[src/hw/rtl/bvfa_pkg.sv]
// ---------------------------------------------------------------------------
// bvfa_pkg
// Shared types, command codes and command decode for the byte variable
// file alu.
// ---------------------------------------------------------------------------
package bvfa_pkg;

    // command codes carried in req_type
    localparam logic [3:0] OP_INC      = 4'd0;
    localparam logic [3:0] OP_DEC      = 4'd1;
    localparam logic [3:0] OP_SET_IMM  = 4'd2;
    localparam logic [3:0] OP_SET_VAR  = 4'd3;
    localparam logic [3:0] OP_ADD_IMM  = 4'd4;
    localparam logic [3:0] OP_ADD_VAR  = 4'd5;
    localparam logic [3:0] OP_SUB_IMM  = 4'd6;
    localparam logic [3:0] OP_SUB_VAR  = 4'd7;
    localparam logic [3:0] OP_STI_VAR  = 4'd8;
    localparam logic [3:0] OP_STI_IMM  = 4'd9;
    localparam logic [3:0] OP_LDI      = 4'd10;
    localparam logic [3:0] OP_MUL_IMM  = 4'd11;
    localparam logic [3:0] OP_MUL_VAR  = 4'd12;
    localparam logic [3:0] OP_DIV_IMM  = 4'd13;
    localparam logic [3:0] OP_DIV_VAR  = 4'd14;

    // operations of the shared arithmetic unit
    typedef logic [2:0] t_alu_kind;
    localparam t_alu_kind K_MOV = 3'd0;
    localparam t_alu_kind K_INC = 3'd1;
    localparam t_alu_kind K_DEC = 3'd2;
    localparam t_alu_kind K_ADD = 3'd3;
    localparam t_alu_kind K_SUB = 3'd4;
    localparam t_alu_kind K_MUL = 3'd5;
    localparam t_alu_kind K_DIV = 3'd6;

    // request from the sequencer to the arithmetic unit
    typedef struct packed {
        logic      start;
        t_alu_kind kind;
        logic [7:0] x;
        logic [7:0] y;
    } t_alu_req;

    // response from the arithmetic unit
    typedef struct packed {
        logic       done;
        logic       dz;
        logic [7:0] result;
    } t_alu_rsp;

    // per command control
    typedef struct packed {
        t_alu_kind kind;
        logic      use_var;   // second operand is a variable value
        logic      y_cur;     // second operand is the target value itself
        logic      ind_tgt;   // target index is the value of the first variable
        logic      dbl_read;  // source index is the value of a variable
        logic      wr_en;     // command writes the file
    } t_cmd_ctrl;

    function automatic t_cmd_ctrl cmd_decode(input logic [3:0] op);
        t_cmd_ctrl c;
        c.kind     = K_MOV;
        c.use_var  = 1'b0;
        c.y_cur    = 1'b0;
        c.ind_tgt  = 1'b0;
        c.dbl_read = 1'b0;
        c.wr_en    = 1'b1;
        case (op)
            OP_INC:     c.kind = K_INC;
            OP_DEC:     c.kind = K_DEC;
            OP_SET_IMM: c.kind = K_MOV;
            OP_SET_VAR: c.use_var = 1'b1;
            OP_ADD_IMM: c.kind = K_ADD;
            OP_ADD_VAR: begin
                c.kind    = K_ADD;
                c.use_var = 1'b1;
            end
            OP_SUB_IMM: c.kind = K_SUB;
            OP_SUB_VAR: begin
                c.kind    = K_SUB;
                c.use_var = 1'b1;
            end
            OP_STI_VAR: begin
                c.use_var = 1'b1;
                c.ind_tgt = 1'b1;
            end
            OP_STI_IMM: c.ind_tgt = 1'b1;
            OP_LDI: begin
                c.use_var  = 1'b1;
                c.dbl_read = 1'b1;
            end
            OP_MUL_IMM: c.kind = K_MUL;
            OP_MUL_VAR: begin
                c.kind    = K_MUL;
                c.use_var = 1'b1;
            end
            OP_DIV_IMM: c.kind = K_DIV;
            OP_DIV_VAR: begin
                c.kind    = K_DIV;
                c.use_var = 1'b1;
            end
            default: begin
                // unused code: report the target unchanged
                c.y_cur = 1'b1;
                c.wr_en = 1'b0;
            end
        endcase
        return c;
    endfunction

endpackage

[src/hw/rtl/bvfa_varfile.sv]
// ---------------------------------------------------------------------------
// bvfa_varfile
// 256 x 8 variable file, one write and one registered read per cycle;
// per-entry valid bits make every entry read as zero after reset.
// ---------------------------------------------------------------------------
module bvfa_varfile (
    input  logic       i_clk,
    input  logic       i_rst_n,
    input  logic [7:0] i_rd_addr,
    output logic [7:0] o_rd_data,
    input  logic       i_wr_en,
    input  logic [7:0] i_wr_addr,
    input  logic [7:0] i_wr_data
);

    logic [7:0]   r_mem [256];
    logic [255:0] r_valid;
    logic [7:0]   r_rd_data;
    logic         r_rd_vld;

    // storage write and registered read
    always_ff @(posedge i_clk) begin
        if (i_wr_en) begin
            r_mem[i_wr_addr] <= i_wr_data;
        end
        r_rd_data <= r_mem[i_rd_addr];
    end

    // valid bits, cleared at reset
    always_ff @(posedge i_clk) begin
        if (!i_rst_n) begin
            r_valid  <= '0;
            r_rd_vld <= 1'b0;
        end else begin
            if (i_wr_en) begin
                r_valid[i_wr_addr] <= 1'b1;
            end
            r_rd_vld <= r_valid[i_rd_addr];
        end
    end

    // never-written entries read as zero
    assign o_rd_data = r_rd_vld ? r_rd_data : 8'h00;

endmodule

[src/hw/rtl/bvfa_alu.sv]
// ---------------------------------------------------------------------------
// bvfa_alu
// Shared arithmetic unit built around one adder/subtractor: single-step
// add, subtract and saturating inc/dec, eight-step shift-add multiply and
// eight-step restoring divide.
// ---------------------------------------------------------------------------
module bvfa_alu
    import bvfa_pkg::*;
(
    input  logic     i_clk,
    input  logic     i_rst_n,
    input  t_alu_req i_req,
    output t_alu_rsp o_rsp
);

    logic       r_busy, n_busy;
    logic       r_done, n_done;
    logic       r_dz, n_dz;
    t_alu_kind  r_kind, n_kind;
    logic [2:0] r_cnt, n_cnt;
    logic [7:0] r_acc, n_acc;
    logic [7:0] r_sh, n_sh;
    logic [7:0] r_y, n_y;

    logic [8:0] w_opa;
    logic [8:0] w_opb;
    logic       w_sub;
    logic [9:0] w_sum;

    // operand select for the shared adder
    always_comb begin
        w_opa = {1'b0, r_acc};
        w_opb = {1'b0, r_y};
        w_sub = 1'b0;
        case (r_kind)
            K_MUL: w_opb = {1'b0, r_sh};
            K_DIV: begin
                w_opa = {r_acc, r_sh[7]};
                w_sub = 1'b1;
            end
            K_SUB: w_sub = 1'b1;
            K_INC: w_opb = 9'd1;
            K_DEC: begin
                w_opb = 9'd1;
                w_sub = 1'b1;
            end
            default: ;
        endcase
    end

    // shared adder, carry out set means no borrow on subtract
    assign w_sum = {1'b0, w_opa} + {1'b0, w_opb ^ {9{w_sub}}} + {9'd0, w_sub};

    // step control
    always_comb begin
        n_busy = r_busy;
        n_done = 1'b0;
        n_dz   = r_dz;
        n_kind = r_kind;
        n_cnt  = r_cnt;
        n_acc  = r_acc;
        n_sh   = r_sh;
        n_y    = r_y;
        if (i_req.start) begin
            n_dz   = 1'b0;
            n_kind = i_req.kind;
            n_cnt  = 3'd0;
            n_acc  = i_req.x;
            n_sh   = i_req.x;
            n_y    = i_req.y;
            n_busy = 1'b1;
            if (i_req.kind == K_MUL) begin
                n_acc = 8'h00;
            end else if (i_req.kind == K_DIV) begin
                n_acc = 8'h00;
                if (i_req.y == 8'h00) begin
                    // zero divisor: finish at once with the target value
                    n_dz   = 1'b1;
                    n_kind = K_MOV;
                    n_acc  = i_req.x;
                    n_y    = i_req.x;
                    n_busy = 1'b0;
                    n_done = 1'b1;
                end
            end
        end else if (r_busy) begin
            n_busy = 1'b0;
            n_done = 1'b1;
            case (r_kind)
                K_MUL: begin
                    if (r_y[0]) begin
                        n_acc = w_sum[7:0];
                    end
                    n_sh  = {r_sh[6:0], 1'b0};
                    n_y   = {1'b0, r_y[7:1]};
                    n_cnt = r_cnt + 3'd1;
                    if (r_cnt != 3'd7) begin
                        n_busy = 1'b1;
                        n_done = 1'b0;
                    end
                end
                K_DIV: begin
                    if (w_sum[9]) begin
                        n_acc = w_sum[7:0];
                    end else begin
                        n_acc = w_opa[7:0];
                    end
                    n_sh  = {r_sh[6:0], w_sum[9]};
                    n_cnt = r_cnt + 3'd1;
                    if (r_cnt != 3'd7) begin
                        n_busy = 1'b1;
                        n_done = 1'b0;
                    end
                end
                K_ADD, K_SUB: n_acc = w_sum[7:0];
                K_INC: begin
                    if (r_acc != 8'hFF) begin
                        n_acc = w_sum[7:0];
                    end
                end
                K_DEC: begin
                    if (r_acc != 8'h00) begin
                        n_acc = w_sum[7:0];
                    end
                end
                default: n_acc = r_y;
            endcase
        end
    end

    // control registers
    always_ff @(posedge i_clk) begin
        if (!i_rst_n) begin
            r_busy <= 1'b0;
            r_done <= 1'b0;
        end else begin
            r_busy <= n_busy;
            r_done <= n_done;
        end
    end

    // datapath registers
    always_ff @(posedge i_clk) begin
        r_dz   <= n_dz;
        r_kind <= n_kind;
        r_cnt  <= n_cnt;
        r_acc  <= n_acc;
        r_sh   <= n_sh;
        r_y    <= n_y;
    end

    assign o_rsp.done   = r_done;
    assign o_rsp.dz     = r_dz;
    assign o_rsp.result = (r_kind == K_DIV) ? r_sh : r_acc;

endmodule

[src/hw/rtl/byte_variable_file_alu_unit.sv]
// ---------------------------------------------------------------------------
// byte_variable_file_alu_unit
// Runs one arithmetic command per item against a file of 256 byte variables
// and reports the index written and its new value.
// ---------------------------------------------------------------------------
// One item at a time: the next item can be accepted in the cycle after the
// result is loaded. The time per item is set by the serial reads through the
// one read port of the variable file (target, source, and the extra hop of
// load-indirect) and by the eight-step shift-add multiply and restoring
// divide of the one shared adder. The result sits in an output register, so
// a new item is taken while it waits. The file reads as all zero right after
// reset; no clearing pass is needed.
module byte_variable_file_alu_unit
    import bvfa_pkg::*;
(
    input  logic       i_clk,
    input  logic       i_rst_n,
    input  logic       i_in_valid,
    output logic       o_in_stall,
    input  logic [3:0] i_req_type,
    input  logic [7:0] i_first_operand,
    input  logic [7:0] i_second_operand,
    output logic       o_out_valid,
    input  logic       i_out_stall,
    output logic [7:0] o_written_index,
    output logic [7:0] o_written_value,
    output logic       o_divide_by_zero
);

    localparam logic [2:0] S_IDLE = 3'd0;
    localparam logic [2:0] S_RDA  = 3'd1;
    localparam logic [2:0] S_RDB  = 3'd2;
    localparam logic [2:0] S_RDC  = 3'd3;
    localparam logic [2:0] S_EXEC = 3'd4;
    localparam logic [2:0] S_WAIT = 3'd5;
    localparam logic [2:0] S_WR   = 3'd6;

    logic [2:0] r_state, n_state;
    logic [3:0] r_op;
    logic [7:0] r_a, r_b, r_cur, r_vb, r_val;
    logic       r_dz;
    logic       r_out_valid;
    logic [7:0] r_out_index, r_out_value;
    logic       r_out_dz;

    t_cmd_ctrl  w_ctrl;
    t_alu_req   w_alu_req;
    t_alu_rsp   w_alu_rsp;
    logic [7:0] w_rd_addr;
    logic [7:0] w_rd_data;
    logic       w_wr_en;
    logic [7:0] w_tgt;
    logic       w_accept;
    logic       w_out_free;

    assign w_ctrl     = cmd_decode(r_op);
    assign w_accept   = i_in_valid && !o_in_stall;
    assign w_out_free = !r_out_valid || !i_out_stall;
    assign w_tgt      = w_ctrl.ind_tgt ? r_cur : r_a;
    assign w_wr_en    = (r_state == S_WR) && w_out_free && w_ctrl.wr_en && !r_dz;

    bvfa_varfile u_varfile (
        .i_clk     (i_clk),
        .i_rst_n   (i_rst_n),
        .i_rd_addr (w_rd_addr),
        .o_rd_data (w_rd_data),
        .i_wr_en   (w_wr_en),
        .i_wr_addr (w_tgt),
        .i_wr_data (r_val)
    );

    bvfa_alu u_alu (
        .i_clk   (i_clk),
        .i_rst_n (i_rst_n),
        .i_req   (w_alu_req),
        .o_rsp   (w_alu_rsp)
    );

    // read address per sequencer step
    always_comb begin
        w_rd_addr = r_a;
        case (r_state)
            S_IDLE: w_rd_addr = i_first_operand;
            S_RDA:  w_rd_addr = r_b;
            S_RDB:  w_rd_addr = w_rd_data;
            default: ;
        endcase
    end

    // arithmetic request
    always_comb begin
        w_alu_req.start = (r_state == S_EXEC);
        w_alu_req.kind  = w_ctrl.kind;
        w_alu_req.x     = r_cur;
        if (w_ctrl.use_var) begin
            w_alu_req.y = r_vb;
        end else if (w_ctrl.y_cur) begin
            w_alu_req.y = r_cur;
        end else begin
            w_alu_req.y = r_b;
        end
    end

    // sequencer
    always_comb begin
        n_state = r_state;
        case (r_state)
            S_IDLE: begin
                if (w_accept) begin
                    n_state = S_RDA;
                end
            end
            S_RDA:  n_state = S_RDB;
            S_RDB:  n_state = w_ctrl.dbl_read ? S_RDC : S_EXEC;
            S_RDC:  n_state = S_EXEC;
            S_EXEC: n_state = S_WAIT;
            S_WAIT: begin
                if (w_alu_rsp.done) begin
                    n_state = S_WR;
                end
            end
            S_WR: begin
                if (w_out_free) begin
                    n_state = S_IDLE;
                end
            end
            default: n_state = S_IDLE;
        endcase
    end

    // control registers
    always_ff @(posedge i_clk) begin
        if (!i_rst_n) begin
            r_state     <= S_IDLE;
            r_out_valid <= 1'b0;
        end else begin
            r_state <= n_state;
            if ((r_state == S_WR) && w_out_free) begin
                r_out_valid <= 1'b1;
            end else if (!i_out_stall) begin
                r_out_valid <= 1'b0;
            end
        end
    end

    // item operands, fetched values and result
    always_ff @(posedge i_clk) begin
        if (w_accept) begin
            r_op <= i_req_type;
            r_a  <= i_first_operand;
            r_b  <= i_second_operand;
        end
        if (r_state == S_RDA) begin
            r_cur <= w_rd_data;
        end
        if ((r_state == S_RDB) || (r_state == S_RDC)) begin
            r_vb <= w_rd_data;
        end
        if ((r_state == S_WAIT) && w_alu_rsp.done) begin
            r_val <= w_alu_rsp.result;
            r_dz  <= w_alu_rsp.dz;
        end
        if ((r_state == S_WR) && w_out_free) begin
            r_out_index <= w_tgt;
            r_out_value <= r_val;
            r_out_dz    <= r_dz;
        end
    end

    assign o_in_stall       = (r_state != S_IDLE);
    assign o_out_valid      = r_out_valid;
    assign o_written_index  = r_out_index;
    assign o_written_value  = r_out_value;
    assign o_divide_by_zero = r_out_dz;

`ifndef NO_ASSERTIONS
    // an accepted item blocks the next one
    a_accept_blocks: assert property (@(posedge i_clk) disable iff (!i_rst_n)
        w_accept |=> o_in_stall)
        else $error("input not stalled after an accepted item");

    // the arithmetic unit answers only while the sequencer waits for it
    a_done_in_wait: assert property (@(posedge i_clk) disable iff (!i_rst_n)
        w_alu_rsp.done |-> (r_state == S_WAIT))
        else $error("arithmetic unit done outside the wait step");

    // zero-divisor flag only for divide commands
    a_dz_div_only: assert property (@(posedge i_clk) disable iff (!i_rst_n)
        ((r_state == S_WAIT) && w_alu_rsp.done && w_alu_rsp.dz)
            |-> ((r_op == OP_DIV_IMM) || (r_op == OP_DIV_VAR)))
        else $error("divide by zero flag on a non-divide command");

    // the file is written only when the result is loaded
    a_write_at_result: assert property (@(posedge i_clk) disable iff (!i_rst_n)
        w_wr_en |=> (o_out_valid && (r_state == S_IDLE)))
        else $error("variable written without a result");
`endif

endmodule

[config.mk]
export PLATFORM = sky130hd
export DESIGN_NAME = byte_variable_file_alu_unit
export DESIGN_NICKNAME = d
export VERILOG_FILES = /design/src/hw/rtl/bvfa_pkg.sv /design/src/hw/rtl/bvfa_varfile.sv /design/src/hw/rtl/bvfa_alu.sv /design/src/hw/rtl/byte_variable_file_alu_unit.sv
export SDC_FILE = /design/constraint.sdc
export NUM_CORES = 2
export LEC_CHECK = 0
export BUFFER_PORTS_ARGS = -buffer_cell sky130_fd_sc_hd__buf_2
export CORE_UTILIZATION = 40
export CTS_BUF_LIST = sky130_fd_sc_hd__clkbuf_4 sky130_fd_sc_hd__clkbuf_8 sky130_fd_sc_hd__clkbuf_16
export CTS_CLUSTER_SIZE = 20
export DETAILED_ROUTE_END_ITERATION = 8
export HOLD_SLACK_MARGIN = 0.1
export RECOVER_POWER = 50
export REMOVE_ABC_BUFFERS = 1
export SYNTH_ARGS = -nofsm -noshare
export SYNTH_HDL_FRONTEND = slang
export SYNTH_SLANG_ARGS = --single-unit
[constraint.sdc]
create_clock -name i_clk -period 5.5 [get_ports i_clk]
set_clock_uncertainty 0.05 [all_clocks]
set_input_delay 1.1 -clock i_clk [delete_from_list [all_inputs] [get_ports i_clk]]
set_output_delay 1.1 -clock i_clk [all_outputs]
set_load 0.02 [all_outputs]
==> impl_results.md <==
- Peak Freq: 0.189 GHz
- Yosys top cell by area: edfxtp_1
- Yosys warnings: 0
- Synth Cell Area: 96900 µm²
- Area Growth Syn to Fin: 15.7%
- Core Footprint: 241000 µm²
- Fin crit share: 96.1%
- First-pass GRT wire length: 456 mm
- Hold Crit Start: i_second_operand[3]
- Mapped Cells: 7625
- Yosys reg bits: 2412
- Placed cell count: 10900
- Violated checks: capacitance limit, slew limit
- Initial Util: 40.3%
- Multi-input gate area: 24900 µm²
- Outcome: finished, violations left
- Number of CTS-inserted buffers: 234
- Max-slew violation count: 1965
- Origin of the critical flop-to-flop path: r_state[2]
- Worst-Margin Slew: 4670 ps
- Worst Path Arrival: 6050 ps
- Worst VDD drop: 0.000325 V
- Leak: 38.8 nW
- Register area: 69700 µm²
- Rel. slew slack: -211%
- Synth area leaders: edfxtp_1, nand2_1, dfxtp_1, nand3_1, mux2i_1
- Critical path data required time: 6260 ps
- Final min period: 5290 ps
- WS Path Type: register to register
- GP Congestion: 0.935
- Worst skew pair latency: 900 ps
- Pwr dens: 401 nW/µm²
- Worst hold slack: 326 ps
- Tot Pwr: 45.0 mW
- RSZ-0062 raised after global routing: false
- Vias: 67700
- Setup Viol. Count Final: 0
- DRC errors left: 0
- Mean routed wirelength per cell: 28.1 µm
- Vias in the first global route: 63000
- Commonest cells post-synth: edfxtp_1, nand2_1, nand3_1, nor2_1, dfxtp_1
- Largest net degree at the start of global routing: 175
- Worst hold path type: input port to register
- Post-DRT Antenna Nets: 0
- Top-count cell post-synth: edfxtp_1
- Netlist cell types: 87
- CTS root buffer: clkbuf_16
- Max clock buf depth: 3
- CP Launch Type: register
- Overall routing resource usage: 25.6%
- Register area share after synthesis: 71.9%
- First drt pass iteration count: 9
- Avg Inst Size Synth: 12.7 µm²
- Share of the synthesized area in the top cell type: 66.2%
- EDFF count, synth: 2138
- Initial antenna violation count: 22
- Place WS: -108 ps
- Max-cap violations: 25
- HPWL Detailed: 197 mm
- Filler instances: 21100
- Fraction of registers with async set/reset: 0%
- Worst Setup End Kind: register
- Ports: 43
- Die Y: 494 µm
- # clock sinks: 2412
- Grt total ovfl: 0
- Layout cells sized above 1: 13.0%
- Die area: 244000 µm²
- Non-filler cells, final: 11400
- Vias per Instance: 5.95
- Top_reg_cell synth: edfxtp_1
- CTS HTree Levels: 4
- Hold depth: 1
- R2R depth: 12
- Final worst-path setup slack: 214 ps
- Die X: 494 µm
- Worst setup startpoint: r_state[2]
- 1st-iter DRT viols: 9613
- Final WL: 320 mm
- Clock transition at path regs: 70 ps
- Hold Violations, Final: 0
- Placement Rows: 180
- Crit Path Max Fanout: 35
- Post-CTS Setup Bufs: 0
- # port buffers: 42
- Final nets: 8013
- CTS tree: done
[logic make-up (layout without fill, tap and decap cells)]
| group | after synthesis | count (layout) | share of synthesized area, % |
|---|---|---|---|
| compound gates | 1159 | 1159 | 8.47 |
| xor+xnor | 10 | 10 | 0.0903 |
| fa+ha+maj | 11 | 11 | 0.147 |
| buf+inv | 553 | 1117 | 2.58 |
| flops | 2412 | 2412 | 71.9 |
| mux | 232 | 232 | 2.42 |
| other cells | 0 | 10 | 0 |
| simple gates | 3248 | 3248 | 14.4 |
[path summary, 6_finish.rpt]
kind                                  to  slack (ps)
setup / recovery  u_varfile.r_rd_data[0]         210
hold / removal                    r_b[3]         330
hold reg to reg                     r_dz         370
setup reg to reg  u_varfile.r_rd_data[0]         210
[cells in the final DEF (no fill, tap or decap), types with 71 or more instances in the layout]
| cell | Yosys | final |
|---|---|---|
| edfxtp_1 | 2138 | 2138 |
| nand2_1 | 1862 | 1855 |
| nand3_1 | 741 | 741 |
| buf_4 | 23 | 497 |
| nor2_1 | 331 | 328 |
| dfxtp_1 | 274 | 274 |
| o21a_1 | 259 | 259 |
| clkbuf_16 | 0 | 238 |
| mux2i_1 | 214 | 214 |
| a31oi_1 | 214 | 214 |
| a211oi_1 | 198 | 197 |
| and3_1 | 139 | 139 |
| a21oi_1 | 118 | 117 |
| a32oi_1 | 81 | 81 |
| clkbuf_4 | 0 | 75 |
| nand4_1 | 72 | 72 |
| o21ai_0 | 71 | 71 |
[metal layers]
metal	part of all wire [%]	GRT usage (%)	vias up	routed length [µm]
met3	11	5.19	683	33800
li1	-	-	29000	-
met1	40	35.8	33900	129000
met5	0.080	0	-	255
met4	4.4	10.9	12	14000
met2	45	38.9	4034	143000
[power breakdown]
group / total (mW) / internal (mW) / leakage [nW] / switching, mW
Clock: 16.7 / 9.62 / 4.04 / 7.05
Combinational: 8.40 / 2.45 / 13.3 / 5.96
Sequential: 19.9 / 19.7 / 21.4 / 0.155
Total: 45.0 / 31.8 / 38.8 / 13.2
[sequential cells by signal, summed over array words and instances (netlist names), 3 cells and up]
register and flops:
u_alu.r_acc 8, r_val 8, u_varfile.r_rd_data 8, u_alu.r_kind 3
r_op 4, u_alu.r_cnt 3, u_varfile.r_mem 2048, u_alu.r_y 8
r_vb 8, r_b 8, u_varfile.r_valid 256, r_state 3
r_a 8, o_written_index 8, o_written_value 8, u_alu.r_sh 8
r_cur 8
[timing repair]
| item | 4_1_cts | 5_1_grt |
|---|---|---|
| endpoints found under the setup margin | 0 | 1 |
| resized for setup | 0 | 1 |
| hold buffers | 0 | 0 |
[critical path, stage by stage, from the launching register on]
cell	delay [ps]
dfxtp_1	670
buf_4	280
or2_1	340
o32a_1	250
a22o_4	730
nor2_1	440
a22oi_1	290
nand3_1	250
a311o_1	440
a211oi_2	570
o311ai_1	400
buf_4	240
a31oi_1	190
[metrics by stage]
stage          cell area, µm²  setup TNS, ps  utilization (%)
4_1_cts                112000              0             46.7
3_3_place_gp           104000              0             43.3
6_report               112000              0             46.6
3_5_place_dp           104000           -108             43.3
2_1_floorplan           94500        -137870                -
5_1_grt                112000              0             46.6
[layout make-up]
cell class | count | share of cell area [%]
clock inverters | 110 | 1.06
well taps | 3185 | 3.55
diodes | 10 | 0.0223
repair buffers | 652 | 4.84
clock buffers | 336 | 6.11
flip-flops and latches | 2412 | 62.2
inverters | 19 | 0.0636
multi-input cells | 4660 | 22.2
Power figures use the tool's default switching activity.
